File: src/sv/h264rtp_pkg.sv
`timescale 1ns / 1ps
package h264rtp_pkg;

  localparam int LenWidthDefault = 16;

  localparam int RtpHdrLen = 12;
  localparam int FuHdrLen  = 14;
  localparam int RunIdxW   = 4;

  localparam logic [7:0] RtpVersionByte = 8'h80;
  localparam logic [7:0] NalNriMask     = 8'hE0;
  localparam logic [7:0] NalTypeMask    = 8'h1F;
  localparam logic [7:0] FuATypeCode    = 8'd28;
  localparam logic [7:0] FuStartBit     = 8'h80;
  localparam logic [7:0] FuEndBit       = 8'h40;

  localparam logic [6:0]  PayloadTypeReset = 7'd96;
  localparam logic [31:0] SsrcReset        = 32'd0;
  localparam logic [15:0] MaxPayloadReset  = 16'd1200;

  localparam int          CfgAddrW   = 4;
  localparam logic [1:0]  RegPayloadType = 2'd0;
  localparam logic [1:0]  RegSsrc        = 2'd1;
  localparam logic [1:0]  RegMaxPayload  = 2'd2;

  typedef struct packed {
    logic [7:0]  nal_byte;
    logic [15:0] nal_length;
    logic [31:0] frame_time;
    logic        first_of_nal;
  } nal_in_t;

  typedef struct packed {
    logic [7:0] out_byte;
    logic       packet_start;
    logic       packet_end;
    logic       last_of_run;
  } pkt_out_t;

  // One run of output bytes caused by a single input byte.
  typedef struct packed {
    logic [RunIdxW-1:0] n_hdr;
    logic               marker;
    logic [15:0]        seq;
    logic [31:0]        stamp;
    logic [7:0]         fu_ind;
    logic [7:0]         fu_hdr;
    logic [7:0]         data;
    logic               pkt_end;
  } run_t;

endpackage

File: src/sv/h264rtp_emit.sv
`timescale 1ns / 1ps
module h264rtp_emit import h264rtp_pkg::*; (
  input  logic        clk_i,
  input  logic        rst_ni,
  input  logic        run_valid_i,
  input  run_t        run_i,
  output logic        run_stall_o,
  input  logic [6:0]  payload_type_i,
  input  logic [31:0] ssrc_i,
  output logic        out_valid_o,
  output pkt_out_t    out_data_o,
  input  logic        out_stall_i
);

  logic               run_valid_q;
  run_t               run_q;
  logic [RunIdxW-1:0] idx_q;
  logic               out_valid_q;
  pkt_out_t           out_q;
  logic               out_load;
  logic               run_last;
  logic               run_done;
  logic [7:0]         hdr_bytes [FuHdrLen];
  pkt_out_t           cur;

  assign out_load    = !out_valid_q || !out_stall_i;
  assign run_last    = (idx_q == run_q.n_hdr);
  assign run_done    = run_valid_q && out_load && run_last;
  assign run_stall_o = run_valid_q && !run_done;

  always_comb begin
    hdr_bytes[0]  = RtpVersionByte;
    hdr_bytes[1]  = {run_q.marker, payload_type_i};
    hdr_bytes[2]  = run_q.seq[15:8];
    hdr_bytes[3]  = run_q.seq[7:0];
    hdr_bytes[4]  = run_q.stamp[31:24];
    hdr_bytes[5]  = run_q.stamp[23:16];
    hdr_bytes[6]  = run_q.stamp[15:8];
    hdr_bytes[7]  = run_q.stamp[7:0];
    hdr_bytes[8]  = ssrc_i[31:24];
    hdr_bytes[9]  = ssrc_i[23:16];
    hdr_bytes[10] = ssrc_i[15:8];
    hdr_bytes[11] = ssrc_i[7:0];
    hdr_bytes[12] = run_q.fu_ind;
    hdr_bytes[13] = run_q.fu_hdr;
  end

  always_comb begin
    cur.out_byte     = run_last ? run_q.data : hdr_bytes[idx_q];
    cur.packet_start = (idx_q == '0) && (run_q.n_hdr != '0);
    cur.packet_end   = run_last && run_q.pkt_end;
    cur.last_of_run  = run_last;
  end

  always_ff @(posedge clk_i or negedge rst_ni) begin
    if (!rst_ni) begin
      run_valid_q <= 1'b0;
      idx_q       <= '0;
      out_valid_q <= 1'b0;
    end else begin
      if (run_valid_i && !run_stall_o) begin
        run_valid_q <= 1'b1;
        idx_q       <= '0;
      end else if (run_done) begin
        run_valid_q <= 1'b0;
      end else if (run_valid_q && out_load) begin
        idx_q <= idx_q + RunIdxW'(1);
      end
      if (out_load) begin
        out_valid_q <= run_valid_q;
      end
    end
  end

  always_ff @(posedge clk_i) begin
    if (run_valid_i && !run_stall_o) begin
      run_q <= run_i;
    end
    if (out_load && run_valid_q) begin
      out_q <= cur;
    end
  end

  assign out_valid_o = out_valid_q;
  assign out_data_o  = out_q;

endmodule

File: src/sv/h264_rtp_fua_packetizer_top.sv
`timescale 1ns / 1ps
// H.264 RTP packetizer (single NAL unit and FU-A modes). NAL bytes enter one per transaction
// and RTP packet bytes leave one per transaction through a single output register. A byte
// that opens a packet produces a 12-byte RTP header first (plus FU indicator and FU header
// in FU-A mode), and the input stays stalled until the last byte of that run is loaded into
// the output register; every other byte produces a single output byte, and a dropped NAL
// header byte in FU-A mode produces nothing. Output stalls hold the input as well. Mode and
// fragment size are fixed at the first byte of each NAL; payload type and SSRC are read when
// each header goes out.
module h264_rtp_fua_packetizer_top import h264rtp_pkg::*; #(
  parameter int LEN_WIDTH = LenWidthDefault
) (
  input  logic                clk_i,
  input  logic                rst_ni,
  input  logic                in_valid_i,
  output logic                in_stall_o,
  input  nal_in_t             in_data_i,
  output logic                out_valid_o,
  input  logic                out_stall_i,
  output pkt_out_t            out_data_o,
  input  logic                psel,
  input  logic                penable,
  input  logic                pwrite,
  input  logic [CfgAddrW-1:0] paddr,
  input  logic [31:0]         pwdata,
  output logic [31:0]         prdata,
  output logic                pready
);

  localparam int LenW = LEN_WIDTH;

  logic [6:0]      pt_q;
  logic [31:0]     ssrc_q;
  logic [15:0]     maxp_q;

  logic [15:0]     seq_q, seq_d;
  logic [31:0]     time_q, time_d;
  logic [7:0]      nhdr_q, nhdr_d;
  logic [LenW-1:0] len_q, len_d;
  logic [LenW-1:0] off_q, off_d;
  logic [LenW-1:0] cc_q, cc_d;
  logic            frag_q, frag_d;
  logic [15:0]     chunk_q, chunk_d;

  logic            accept;
  logic            go;
  logic [LenW-1:0] len_in;
  logic [LenW-1:0] e_len;
  logic [7:0]      e_hdr;
  logic [31:0]     e_time;
  logic            e_frag;
  logic [15:0]     e_chunk;
  logic [LenW-1:0] e_cc;
  logic [LenW-1:0] pos;
  logic            last_byte;
  logic            last_frag;
  logic            chunk_end;
  logic            run_valid;
  logic            run_stall;
  run_t            run_d;

  assign pready = 1'b1;

  always_comb begin
    case (paddr[3:2])
      RegPayloadType: prdata = {25'd0, pt_q};
      RegSsrc:        prdata = ssrc_q;
      RegMaxPayload:  prdata = {16'd0, maxp_q};
      default:        prdata = 32'd0;
    endcase
  end

  always_ff @(posedge clk_i or negedge rst_ni) begin
    if (!rst_ni) begin
      pt_q   <= PayloadTypeReset;
      ssrc_q <= SsrcReset;
      maxp_q <= MaxPayloadReset;
    end else if (psel && penable && pwrite && pready) begin
      case (paddr[3:2])
        RegPayloadType: pt_q   <= pwdata[6:0];
        RegSsrc:        ssrc_q <= pwdata;
        RegMaxPayload:  maxp_q <= pwdata[15:0];
        default: ;
      endcase
    end
  end

  assign in_stall_o = run_stall;
  assign accept     = in_valid_i && !in_stall_o;
  assign len_in     = LenW'(in_data_i.nal_length);

  always_comb begin
    seq_d     = seq_q;
    time_d    = time_q;
    nhdr_d    = nhdr_q;
    len_d     = len_q;
    off_d     = off_q;
    cc_d      = cc_q;
    frag_d    = frag_q;
    chunk_d   = chunk_q;
    go        = 1'b0;
    e_len     = len_q;
    e_hdr     = nhdr_q;
    e_time    = time_q;
    e_frag    = frag_q;
    e_chunk   = chunk_q;
    e_cc      = cc_q;
    pos       = off_q;
    last_byte = 1'b0;
    last_frag = 1'b0;
    chunk_end = 1'b0;
    run_valid = 1'b0;
    run_d     = '0;

    if (accept) begin
      if (in_data_i.first_of_nal) begin
        if (len_in == '0) begin
          len_d = '0;
          off_d = '0;
        end else begin
          go      = 1'b1;
          e_len   = len_in;
          e_hdr   = in_data_i.nal_byte;
          e_time  = in_data_i.frame_time;
          e_frag  = 32'(len_in) > 32'(maxp_q);
          e_chunk = (maxp_q < 16'd3) ? 16'd1 : maxp_q - 16'd2;
          e_cc    = '0;
          pos     = '0;
          len_d   = e_len;
          time_d  = e_time;
          nhdr_d  = e_hdr;
          frag_d  = e_frag;
          chunk_d = e_chunk;
          cc_d    = '0;
        end
      end else if (off_q < len_q) begin
        go = 1'b1;
      end
    end

    if (go) begin
      off_d     = pos + LenW'(1);
      last_byte = (pos + LenW'(1)) == e_len;
      run_d.data   = in_data_i.nal_byte;
      run_d.stamp  = e_time;
      run_d.seq    = seq_q;
      if (!e_frag) begin
        run_valid     = 1'b1;
        run_d.marker  = 1'b1;
        run_d.pkt_end = last_byte;
        if (pos == '0) begin
          run_d.n_hdr = RunIdxW'(RtpHdrLen);
          seq_d       = seq_q + 16'd1;
        end
      end else if (pos != '0) begin
        run_valid     = 1'b1;
        last_frag     = 32'(e_len - pos) <= 32'(e_chunk);
        chunk_end     = (32'(e_cc) + 32'd1 >= 32'(e_chunk)) || last_byte;
        run_d.pkt_end = chunk_end;
        cc_d          = chunk_end ? '0 : e_cc + LenW'(1);
        if (e_cc == '0) begin
          run_d.n_hdr  = RunIdxW'(FuHdrLen);
          run_d.marker = last_frag;
          run_d.fu_ind = (e_hdr & NalNriMask) | FuATypeCode;
          run_d.fu_hdr = (e_hdr & NalTypeMask)
                       | ((pos == LenW'(1)) ? FuStartBit : 8'd0)
                       | (last_frag ? FuEndBit : 8'd0);
          seq_d        = seq_q + 16'd1;
        end
      end
    end
  end

  always_ff @(posedge clk_i or negedge rst_ni) begin
    if (!rst_ni) begin
      seq_q   <= '0;
      time_q  <= '0;
      nhdr_q  <= '0;
      len_q   <= '0;
      off_q   <= '0;
      cc_q    <= '0;
      frag_q  <= 1'b0;
      chunk_q <= '0;
    end else begin
      seq_q   <= seq_d;
      time_q  <= time_d;
      nhdr_q  <= nhdr_d;
      len_q   <= len_d;
      off_q   <= off_d;
      cc_q    <= cc_d;
      frag_q  <= frag_d;
      chunk_q <= chunk_d;
    end
  end

  h264rtp_emit u_emit (
    .clk_i          (clk_i),
    .rst_ni         (rst_ni),
    .run_valid_i    (run_valid),
    .run_i          (run_d),
    .run_stall_o    (run_stall),
    .payload_type_i (pt_q),
    .ssrc_i         (ssrc_q),
    .out_valid_o    (out_valid_o),
    .out_data_o     (out_data_o),
    .out_stall_i    (out_stall_i)
  );

endmodule

File: config.mk
export PLATFORM = sky130hd
export DESIGN_NAME = h264_rtp_fua_packetizer_top
export DESIGN_NICKNAME = d
export VERILOG_FILES = /design/src/sv/h264rtp_pkg.sv /design/src/sv/h264rtp_emit.sv /design/src/sv/h264_rtp_fua_packetizer_top.sv
export SDC_FILE = /design/constraint.sdc
export NUM_CORES = 1
export LEC_CHECK = 0
export BUFFER_PORTS_ARGS = -buffer_cell sky130_fd_sc_hd__buf_2
export CAP_MARGIN = 10
export CORE_MARGIN = 4
export CORE_UTILIZATION = 55
export DETAILED_ROUTE_END_ITERATION = 16
export PLACE_DENSITY_LB_ADDON = 0.12
export SLEW_MARGIN = 0
export SYNTH_ARGS = -nofsm -noshare
export SYNTH_HDL_FRONTEND = slang
export SYNTH_SLANG_ARGS = --single-unit
File: constraint.sdc
create_clock -name clk_i -period 8.2 [get_ports clk_i]
set_clock_uncertainty 0.05 [all_clocks]
set_input_delay 0.82 -clock clk_i [delete_from_list [all_inputs] [get_ports clk_i]]
set_output_delay 0.82 -clock clk_i [all_outputs]
set_load 0.05 [all_outputs]
# --- After elaboration in Yosys (flattened, before gate mapping) ---
# Cells that the tools add are included.
totals:
  out_inout_bits: 46
  word_cells: 149
  input_bits: 100
  register_bits: 271
op_classes:
  order_cmp: 6
  addsub: 7
  mux: 61
  bitwise: 3
  reduce_logical: 37
  eq_ne: 8
ops:
  columns: ["cell", "count"]
  rows:
  - ["16-bit 2-to-1 mux", 26]
  - ["32-bit 2-to-1 mux", 3]
  - ["32-bit one-hot mux with 3 select lines", 1]
  - ["8-bit 2-to-1 mux", 7]
  - ["16-bit by 1-bit adder with 16-bit output, second input constant", 3]
  - ["16-bit zero test", 3]
  - ["8-bit binary-select mux with 4-bit select", 1]
  - ["32-bit by 16-bit <= comparator with 1-bit output", 1]
  - ["16-bit by 1-bit adder with 17-bit output, second input constant", 1]
  - ["17-bit by 16-bit greater-or-equal comparator with 1-bit output", 1]
  - ["16-bit by 16-bit subtractor with 17-bit output", 1]
  - ["16-bit by 1-bit equality test with 1-bit output, second input constant", 1]
  - ["16-bit equality test", 1]
  - ["16-bit > comparator", 1]
  - ["16-bit < comparator", 1]
  - ["16-bit by 2-bit < comparator with 1-bit output, second input constant", 1]
  - ["4-bit 2-to-1 mux", 4]
  - ["16-bit nonzero test", 1]
  - ["16-bit by 2-bit subtractor with 16-bit output, second input constant", 1]
  - ["5-bit 2-to-1 mux", 3]
  - ["1-bit 2-to-1 mux", 14]
  - ["13-bit 2-to-1 mux", 1]
  - ["2-bit nonzero test", 6]
  - ["2-bit AND reduction", 5]
  - ["other kinds (19)", 34]

# --- Longest topological paths before layout ---
# Gate-level depths: netlist (run 1).
logic_depth:
  ltp_word: 16
  mapped_depth: 30

# --- Modules after synthesis ---
# From an unflattened synthesis (run 1), not the netlist that was laid out.
hier_totals:
  cells_unflattened: 1556
  hier_area_um2: 15474.8
modules_own_cells:
  columns: ["module", "instances", "cells_per_inst", "area_per_inst_um2"]
  rows:
  - ["h264_rtp_fua_packetizer_top", 1, 1276, 11329.6]
  - ["h264rtp_emit", 1, 280, 4145.2]

# --- Worst setup path before layout (run 1) ---
# Ideal clock, no wire load.
synth_path:
  path_kind: "input to register"
  startpoint: "input in_data_i[40] (netlist name)"
  endpoint: "register u_emit.run_valid_q"
  path_buffers: 3
  setup_time_ns: 0.087
  path_stages: 14
  arrival_ns: 7.273
  slack_ns: 0.789
  path_cell_list: "nor4_1 nand2_1 or3_4 nand2_1 buf_2 clkbuf_1 clkbuf_1 nand2_1 ha_1 inv_1 nor2_1 a31o_2 a21oi_1 or2_2"
synth_between:
  elab_chain_cells: 10
  word_cells_on_any_way: 18
  cone_classes: "1 x order compare; 13 x mux; 4 x reduce/logical"
synth_lines:
  columns: ["element", "line_no", "text"]
  rows:
  - ["start: declaration", "h264_rtp_fua_packetizer_top.sv:17", "input nal_in_t in_data_i,"]
  - ["branches (longest 7 deep; another with 16-bit > comparator)", null, null]
  - ["1-bit 2-to-1 mux (*)", "h264_rtp_fua_packetizer_top.sv:141", "if (go) begin"]
  - ["1-bit logical AND (*)", "h264rtp_emit.sv:61", "if (run_valid_i && !run_stall_o) begin"]
  - ["1-bit 2-to-1 mux or 2-bit nonzero test (tied branches)", null, null]
  - ["end signal: assignment", "h264rtp_emit.sv:57", "run_valid_q <= 1'b0;"]
  - ["end signal: assignment", "h264rtp_emit.sv:62", "run_valid_q <= 1'b1;"]
  - ["end signal: assignment", "h264rtp_emit.sv:65", "run_valid_q <= 1'b0;"]
  - ["end: declaration", "h264rtp_emit.sv:15", "logic run_valid_q;"]
# Mark *: on every way between the ends.
# A chain may end at the register's enable or synchronous reset.

# --- Final worst setup path (run 1) ---
layout_path:
  startpoint: "register u_emit.idx_q[2]"
  endpoint: "register u_emit.run_q, in the netlist u_emit.hdr_bytes[6] (data pin)"
layout_between:
  elab_chain_cells: 11
  word_cells_on_any_way: 19
  cone_classes: "1 x add/sub; 1 x order compare; 1 x eq/ne; 7 x mux; 1 x bitwise; 8 x reduce/logical"
layout_lines:
  columns: ["element", "line_no", "text"]
  rows:
  - ["start: declaration", "h264rtp_emit.sv:17", "logic [RunIdxW-1:0] idx_q;"]
  - ["start signal: assignment", "h264rtp_emit.sv:67", "idx_q <= idx_q + RunIdxW'(1);"]
  - ["4-bit equality test (*)", "h264rtp_emit.sv:27", "assign run_last = (idx_q == run_q.n_hdr);"]
  - ["1-bit logical AND (*)", "h264rtp_emit.sv:28", "assign run_done = run_valid_q && out_load && run_last;"]
  - ["1-bit zero test (*)", "h264rtp_emit.sv:29", "assign run_stall_o = run_valid_q && !run_done;"]
  - ["1-bit logical AND (*)", "h264rtp_emit.sv:29", null]
  - ["1-bit zero test (*)", "h264_rtp_fua_packetizer_top.sv:89", "assign accept = in_valid_i && !in_stall_o;"]
  - ["1-bit logical AND (*)", "h264_rtp_fua_packetizer_top.sv:89", null]
  - ["16-bit 2-to-1 mux", "h264_rtp_fua_packetizer_top.sv:115", "if (accept) begin"]
  - ["16-bit by 16-bit subtractor with 17-bit output", "h264_rtp_fua_packetizer_top.sv:157", "last_frag = 32'(e_len - pos) <= 32'(e_chunk);"]
  - ["32-bit by 16-bit <= comparator with 1-bit output", "h264_rtp_fua_packetizer_top.sv:157", null]
  - ["7-bit 2-to-1 mux", "h264_rtp_fua_packetizer_top.sv:167", "| (last_frag ? FuEndBit : 8'd0);"]
  - ["8-bit by 7-bit bitwise OR with 8-bit output", "h264_rtp_fua_packetizer_top.sv:167", null]
  - ["end signal: assignment", "h264rtp_emit.sv:77", "run_q <= run_i;"]
  - ["end: declaration", "h264rtp_emit.sv:16", "run_t run_q;"]
# Every way passes the cells marked *; elsewhere a longest branch is shown, timed or not.

==> results.txt, run 1 <==
- Once detail routing completed, the nets flagged for antenna violations numbered 0.
- Counting cells, the worst reg-to-reg path comes to 23.
- Critical Path Start Type: register
- The worst setup path is captured at a register.
- Of the total synthesized cell area, the portion taken by AND, OR, NAND and NOR gates is ~17%.
- Clock-pin slew was measured on the worst setup and hold paths at roughly 0.060 ns.
- Overall fraction of global-route tracks in use: a little over a quarter
* Vias in the first global route: around 12000
* H-tree depth: 1
* Minimum period implied by the final worst setup slack: 6.58 ns
* Number of pins exceeding their max-slew limit in the final report: 0
- STA puts the critical path data required time at 8.55 ns.
- The synthesized netlist contains slightly below 80 unique library cells.
- Proportion of synthesized area in mux cells: about 7.0%
- Post-synthesis area per instance: a little under 10 um2
- The number of failing hold endpoints at the final stage is 0.
- Final critical-path share of the clock period: 80.3%
- Synthesis produced approximately 1600 cells.
- Cells fill 63.7% of the core in the end.
* Number of vias after detailed routing: roughly 12000
- Counting flops with a built-in enable in the synthesized netlist gives 82.
- Number of hold buffers added after cts: 0
* Beginning of the worst register-to-register path: u_emit.idx_q[2]$_DFFE_PN0P_
- The most critical setup path has its startpoint at u_emit.idx_q[2]$_DFFE_PN0P_.
- Setup total negative slack on the finished layout was measured at 0 ns.
- The area growth from synthesis to layout is 13.6%.
* Register bit count reported by yosys: around 260
- TritonCTS built the clock tree.
- CTS saw 264 sinks.
- The worst register-to-register path ends at u_emit.hdr_bytes[6]$_SDFFCE_PN0P_.
* Syn_nets: 1737
- LEAKAGE: roughly 7.7 nW
- For the pin with the worst max-slew slack, the measured transition is 1.22 ns.
* Maximum fanout along the worst path: slightly above 40
- Setup repair after global routing missed its margin: no
- Core Box Area: roughly 27000 um2
- During placement, the flow inserted port buffers numbering 142.
- The number of clock buffers added by TritonCTS is 29.
* Starting DRC count in detailed routing: between 900 and 1000
* Power density over the cells: 353 nW/um2
- Max rail drop VDD: 211 uV
- Async S/R FF share, synth: roughly 70%
- Once the floorplan was initialized, standard cells occupied between 50% and 60% of the core.
- Leaving out fill and tap cells, the most frequent cell in the layout is nand2_1.
- Measured against its own limit, the worst slew margin works out to ~18%.
* Total global routing overflow: 0
* Maximum number of pins on one net before global-route repair: 71
- Dpl hpwl: roughly 29000 um
* Final net count: around 1800
- Dividing the detail-routed via count by the number of cells gives roughly 5.8.
- Post-CTS timing repair inserted 0 buffers for setup.
- Synth Cell Area: roughly 15000 um2
* Number of diodes: 0
- Clock latency of the later-clocked register in the worst-skew pair: 0.55 ns
- Remaining DRCs: 0
- After Yosys synthesis, XOR and XNOR cells account for 4.72% of the synthesized area.
- between 100 and 150 I/O pins were placed.
- From left edge to right edge, the die measures between 150 and 200 um.
- Number of warnings issued by yosys: 0
- The die is 174 um tall.
- The die covers around 30000 um2.
- Leaving out fill and tap cells, the most frequent cells in the layout are 263 x nand2_1, 175 x dfrtp_1, 141 x buf_2.
- Number of cell rows: 60
* Global-route wire length before repair: 64500 um
- The tightest min-delay check is of the input port to async pin type.
- The most used flip-flop cell after synthesis is dfrtp_1.
* Cell at the root of the clock tree: clkbuf_16
- Register-to-Register Setup Slack: 1.62 ns
* Last weighted congestion value of the routability-driven placer: between 0.8 and 0.9
- Synth Area in Adders: 7.28%
- Following the worst setup path forward leads to its endpoint at u_emit.hdr_bytes[6]$_SDFFCE_PN0P_.
- Max-cap violations in this run came to 0.
- The first detailed-routing pass took 5 iterations.
- The routed design has 40400 um of wire.
- Run status: complete, no violations
- Setup-failing EPs final: 0
* Bufs on Longest Clock Path: 3
* Post-CTS sizing: 0
- For this run, the register share of the synthesized area comes to a little under half.
- Number of antenna violations at the first check in global routing: 0
- The filler cells instantiated in the layout total 2254.
* Main combinational cell family by area after synthesis: simple AND/OR/NAND/NOR gates
- Arrival time worst endpoint: roughly 6.9 ns
* Synthesized-area fraction occupied by ao, oa, aoi and oai cells: a little over an eighth
- Wire per inst: 19.7 um
- The setup path with the least slack is of type register to register.
* Max Freq: roughly 0.15 GHz
* Fraction of layout cells with a size suffix above 1: between 10% and 20%
==> worst min path at each step <==
stage | from | end | slack, ns | cells after the start
6_report | rst_ni | ssrc_q[10]$_DFFE_PN0P_ | 0.18 | 1
4_1_cts | rst_ni | ssrc_q[8]$_DFFE_PN0P_ | 0.20 | 1
2_1_floorplan | seq_q[15]$_DFFE_PN0P_ | seq_q[15]$_DFFE_PN0P_ | 0.39 | 1
3_3_place_gp | time_q[17]$_DFF_PN0_ | time_q[17]$_DFF_PN0_ | 0.40 | 2
5_1_grt | rst_ni | ssrc_q[10]$_DFFE_PN0P_ | 0.21 | 1
3_5_place_dp | time_q[2]$_DFF_PN0_ | time_q[2]$_DFF_PN0_ | 0.41 | 2
==> per-stage QoR <==
step / instance area (um2) / power (W) / hold WS, ns / setup slack (ns) / std cells
2_1_floorplan: 15200 / 0.00397 / 0.388 / 0.789 / 1550
3_3_place_gp: 16200 / 0.00462 / 0.401 / 1.52 / 2000
3_5_place_dp: 16200 / 0.00469 / 0.406 / 1.51 / 2000
4_1_cts: 17200 / 0.00610 / 0.202 / 1.70 / 2054
5_1_grt: 17300 / 0.00653 / 0.213 / 1.15 / 2055
6_report: 17300 / 0.00610 / 0.185 / 1.62 / 2055
==> flip-flops by register name (all words and copies together) (netlist names) <==
name,count
maxp_q,16
u_emit.out_valid_o,1
pt_q,7
chunk_q,16
nhdr_q,8
len_q,16
u_emit.out_data_o,11
frag_q,1
cc_q,16
time_q,32
ssrc_q,32
seq_q,16
u_emit.run_q,11
u_emit.hdr_bytes,60
u_emit.run_valid_q,1
u_emit.idx_q,4
off_q,16
==> report_power, final <==
part / total [W] / internal (W) / switching (W)
combinational: 0.00268 / 0.00102 / 0.00166
clock: 0.00139 / 0.000825 / 0.000567
sequential: 0.00203 / 0.00179 / 0.000233
==> cells in the mapped netlist, types with 4 or more instances <==
cell / number / area [um2]
buf_1: 12 / 45.0
o22ai_1: 5 / 31.3
and2_1: 25 / 156
edfxtp_1: 82 / 2460
nor4_1: 15 / 93.8
nand2b_1: 11 / 68.8
nor2b_1: 36 / 225
or3_1: 4 / 25.0
mux2i_1: 25 / 250
nand2_1: 264 / 991
nor3_1: 17 / 85.1
clkbuf_1: 56 / 210
a211oi_1: 12 / 90.1
buf_2: 6 / 30.0
or2_2: 5 / 31.3
xor2_1: 26 / 228
o211ai_1: 5 / 37.5
and3_1: 23 / 144
mux4_2: 15 / 338
mux2_2: 42 / 473
dfrtp_1: 176 / 4400
inv_1: 72 / 270
nand4_1: 27 / 169
o31ai_1: 4 / 30.0
o21a_1: 20 / 150
xnor2_1: 54 / 473
and4_1: 8 / 70.1
a22o_1: 17 / 149
a21o_1: 15 / 113
a21oi_1: 94 / 470
nor2_1: 75 / 282
dfstp_2: 6 / 158
a31oi_1: 7 / 43.8
nand3_1: 38 / 190
o21ai_0: 104 / 521
ha_1: 86 / 1080
==> layout make-up <==
class / count / area, um2 / area share [%]
Clock inverter: 23 / 290 / 1.68
Inverter: 72 / 270 / 1.57
Tap cell: 372 / 465 / 2.70
Timing Repair Buffer: 156 / 835 / 4.83
Multi-Input combinational cell: 1137 / 7640 / 44.2
Clock buffer: 31 / 743 / 4.30
Sequential cell: 264 / 7030 / 40.7
==> worst max-delay path, cell delays in order, from the launching register on <==
cell and delay [ns]:
dfrtp_1 0.60, or3_4 0.49, a211oi_4 0.36, o211a_4 0.51, nand2_2 0.42, nand2_1 0.34, ha_1 0.27, nor2b_1 0.13
o21a_1 0.18, o31ai_1 0.19, a22oi_1 0.13, o311a_1 0.41, o41ai_1 0.61, o21bai_1 0.12, a21oi_1 0.19, xnor2_1 0.15
ha_1 0.27, a21o_1 0.18, a21o_1 0.16, a21oi_1 0.14, o21ai_0 0.10, a21oi_1 0.12, o211ai_1 0.11, nor2b_1 0.16
==> routing by layer <==
layer	routed length, um	global-route usage, %	up-vias
met3	2390	3.37	54
li1	-	-	5731
met2	18300	41.0	389
met5	0	0	-
met1	18900	39.8	5818
met4	831	5.18	0
==> cell families after synthesis <==
group,after synthesis
AO/OA/AOI/OAI,327
AND/OR/NAND/NOR,558
adder cells (fa/ha/maj),88
flip-flops,264
XOR/XNOR,81
other,1
buffers and inverters,149
multiplexers,82
(Power assumes the default switching activity.)
==> run 2: changes to the inputs <==
CORE_UTILIZATION = 54   (was 55)
clock period = 5.4 ns   (was 8.2 ns; I/O delays follow)
==> run 2 against run 1 <==
Net effect:
- the flow now finishes with violations (hold timing)
- core utilization grew 1.1 points
- sequential share of layout area shrank 1.7 points
- via count grew 2.8%
- fmax grew 27%
- cell count grew 4.0%
- global-route usage grew 0.24 points
- register-to-register slack lost 1.4 ns
- setup slack lost 1.4 ns
- sequential cell count is the same
- wire length grew 2.7%
- die area grew 1.8%
- clock power grew 60%
- critical path type unchanged
- largest power group unchanged
==> results.txt, run 2 (synthesized netlist as in run 1, its figures left out) <==
* Starting DRC count in detailed routing: 995 (was 905)
- Last weighted congestion value of the routability-driven placer: 0.907 (was 0.891)
- The critical path start-end classification is register to register (unchanged).
- The number of global-route vias before repair came to 11958 (was 11574).
- Area taken by multi-input logic gates: 7730 um2 (was 7640 um2)
- Overall fraction of global-route tracks in use: 26.5% (was 26.2%)
* Arrival time worst endpoint: 5.55 ns (was 6.94 ns)
- The first-pass iteration count of the detailed router was 5 (unchanged).
- Setup_tns: 0 ns (unchanged)
* Power density over the cells: 543 nW/um2 (was 353 nW/um2)
- Antenna Nets Post-Route: 0 (unchanged)
- The number of placed instances with taps included was 2077 (was 2000).
* Count of buffers from port buffering: 142 (unchanged)
* Endpoints failing hold: 10 (was 0)
- LEAKAGE: 8.08 nW (was 7.67 nW)
- CTS tree: built (unchanged)
- Max rail drop VDD: 427 uV (was 211 uV)
- Reported net switching power: 0.00384 W (was 0.00246 W)
- Post-detailed-route via-to-cell ratio: 5.77 (was 5.84)
* Max Freq: 0.193 GHz (was 0.152 GHz)
* Number of pins exceeding their max-slew limit in the final report: 0 (unchanged)
* Wire per inst: 19.4 um (was 19.7 um)
* Register share of total power: 31.1% (was 33.2%)
- Die area: 30900 um2 (was 30400 um2)
* Final net count: 1923 (was 1847)
- The type of the most critical hold path was input port to async pin (unchanged).
- Register-to-Register Setup Slack: 0.22 ns (was 1.62 ns)
- Maximum fanout along the worst path: 4 (was 41)
* Setup-failing EPs final: 0 (unchanged)
- Horiz. Die Dim: 176 um (was 174 um)
- Relative max-transition margin: 25.2% (was 18.4%)
- The cell internal power dissipation is 0.00595 W (was 0.00364 W).
- Part of the power in combinational logic: 46.1% (was 44.0%)
- Violations in the final reports: hold timing
* Switching part of the total: 39.2% (was 40.3%)
- Maximum number of pins on one net before global-route repair: 94 (was 71)
- Number of vias after detailed routing: 12325 (was 11992)
* Number of diodes: 0 (unchanged)
- The share of total power in the clock network was 22.8% (about the same).
- The ratio of final minimum period to clock period came to 96.0% (was 80.3%).
- Remaining DRCs: 0 (unchanged)
* Fill cell total of the finished layout: 2359 (was 2254)
* WL final: 41500 um (was 40400 um)
- Global-route wire length before repair: 65600 um (was 64500 um)
- Area delta synth->final: 18.5% (was 13.6%)
- Most frequent standard cell in the layout excluding fill and tap cells: nand2_1 (unchanged)
- The reported max-cap violation count was 0 (unchanged).
* Number of cell rows: 61 (was 60)
- Commonest non-fill, non-tap cells in the layout: 263 x nand2_1, 175 x dfrtp_1, 141 x buf_2 (unchanged)
- The clock edge transition at the registers on the reported setup and hold paths is 0.06 ns (about the same).
* Setup slack after placement: 0.0544 ns (was 1.51 ns)
- CTS sink cnt: 264 (unchanged)
* Worst Setup End Kind: register (unchanged)
- The area of all sequential standard cells was 7030 um2 (unchanged).
- The final critical-path setup slack is 0.218 ns (was 1.62 ns).
- The cell chosen for the clock root is clkbuf_16 (unchanged).
* Critical Path Start Type: register (unchanged)
- Placed inst area: 16800 um2 (was 16200 um2)
- Data required time at the worst endpoint: 5.77 ns (was 8.55 ns)
- TritonCTS Buffers: 29 (unchanged)
- The non-filler instance count after layout is 2137 (was 2055).
- The post-route worst hold slack is -0.0390 ns (was 0.185 ns).
- Run status: finished with violations (was complete, no violations)
* Top Ports: 146 (unchanged)
- Total global routing overflow: 0 (unchanged)
- Slew at the pin with the worst max-slew slack: 1.12 ns (was 1.22 ns)
- Initial standard-cell utilization of the core: 54.7% (was 56.1%)
* Bufs on Longest Clock Path: 3 (unchanged)
* Number of antenna violations at the first check in global routing: 0 (unchanged)
- Dpl hpwl: 30300 um (was 29300 um)
* H-tree depth: 1 (unchanged)
* Clock latency of the later-clocked register in the worst-skew pair: 0.57 ns (was 0.55 ns)
* Post-route cell area: 18000 um2 (was 17300 um2)
* Core Box Area: 27800 um2 (was 27100 um2)
* Minimum period implied by the final worst setup slack: 5.18 ns (was 6.58 ns)
- Fraction of layout cells with a size suffix above 1: 21.8% (was 17.7%)
- Largest register FFs: 60 (unchanged)
- The die extent in y came to 176 um (was 174 um).
## run 2: changes by cell type in the layout (fill, tap and decap cells not counted), moves of 4 or more
cell	previous run	this run
buf_4	13	85
a21oi_1	93	88
clkbuf_1	1	5
a21oi_2	1	6
## run 2: path summary, 6_finish.rpt
path | depth (start not counted) | end | from
setup reg to reg | 24 | u_emit.hdr_bytes[6]$_SDFFCE_PN0P_ | u_emit.run_q[76]$_SDFFCE_PN0P_
hold / removal | 1 | ssrc_q[12]$_DFFE_PN0P_ | rst_ni
setup / recovery | 24 | u_emit.hdr_bytes[6]$_SDFFCE_PN0P_ | u_emit.run_q[76]$_SDFFCE_PN0P_
max in group asynchronous | 2 | cc_q[0]$_DFF_PN0_ | rst_ni
min in group clk_i | 3 | time_q[25]$_DFF_PN0_ | in_data_i[26]
hold reg to reg | 1 | seq_q[15]$_DFFE_PN0P_ | seq_q[15]$_DFFE_PN0P_
## run 2: power groups by stage
stage	Clock, W	Combinational, W	Sequential, W
after floorplan	0	0.00292	0.00311
after global placement	0	0.00424	0.00306
after detailed placement	0	0.00433	0.00307
after CTS	0.00227	0.00436	0.00304
after global routing	0.00235	0.00499	0.00310
final	0.00223	0.00451	0.00305
## run 2: cell type report
type | count | area share [%]
sequential | 264 | 39.0
multi-input combinational | 1137 | 42.9
clock inverter | 19 | 1.79
inverter | 72 | 1.50
timing repair buffer | 232 | 7.95
tap | 378 | 2.63
clock buffer | 35 | 4.21
## run 2: per-stage QoR
| step | total power (W) | utilization (%) |
|---|---|---|
| 3_5_place_dp | 0.00740 | 60.4 |
| 6_report | 0.00979 | 64.8 |
| 2_1_floorplan | 0.00603 | - |
| 5_1_grt | 0.0104 | 64.8 |
| 4_1_cts | 0.00967 | 64.3 |
| 3_3_place_gp | 0.00730 | 60.4 |
## run 2: critical path, cell delays in order, from the launching register on
cell,delay [ns]
edfxtp_1,0.43
or3_4,0.37
a211oi_4,0.38
o211a_4,0.26
a21oi_2,0.06
a21oi_2,0.15
inv_2,0.08
ha_4,0.20
nor2b_1,0.12
o21a_1,0.22
o31ai_2,0.27
a22oi_2,0.10
o311a_1,0.37
o41ai_4,0.34
o21bai_1,0.14
a21oi_1,0.17
xnor2_1,0.10
ha_1,0.32
a21o_1,0.16
a21o_1,0.17
a21oi_1,0.11
o21ai_1,0.08
a21oi_1,0.12
o211ai_1,0.14
nor2b_1,0.13
## run 2: layer usage
layer  vias to the layer above  global-route usage [%]  wire, um
li1                       5874                       -         -
met2                       382                    41.0     18700
met1                      5998                    39.2     19000
met4                         0                    7.60      1280
met5                         -                       0         0
met3                        71                    3.87      2520
## run 2: what timing repair did
action / CTS / global route
endpoints found under the setup margin: 0 / 2
buffers inserted: 0 / 5
hold endpoints to repair: 0 / 0
gates resized for setup: 0 / 24
hold buffers: 0 / 0
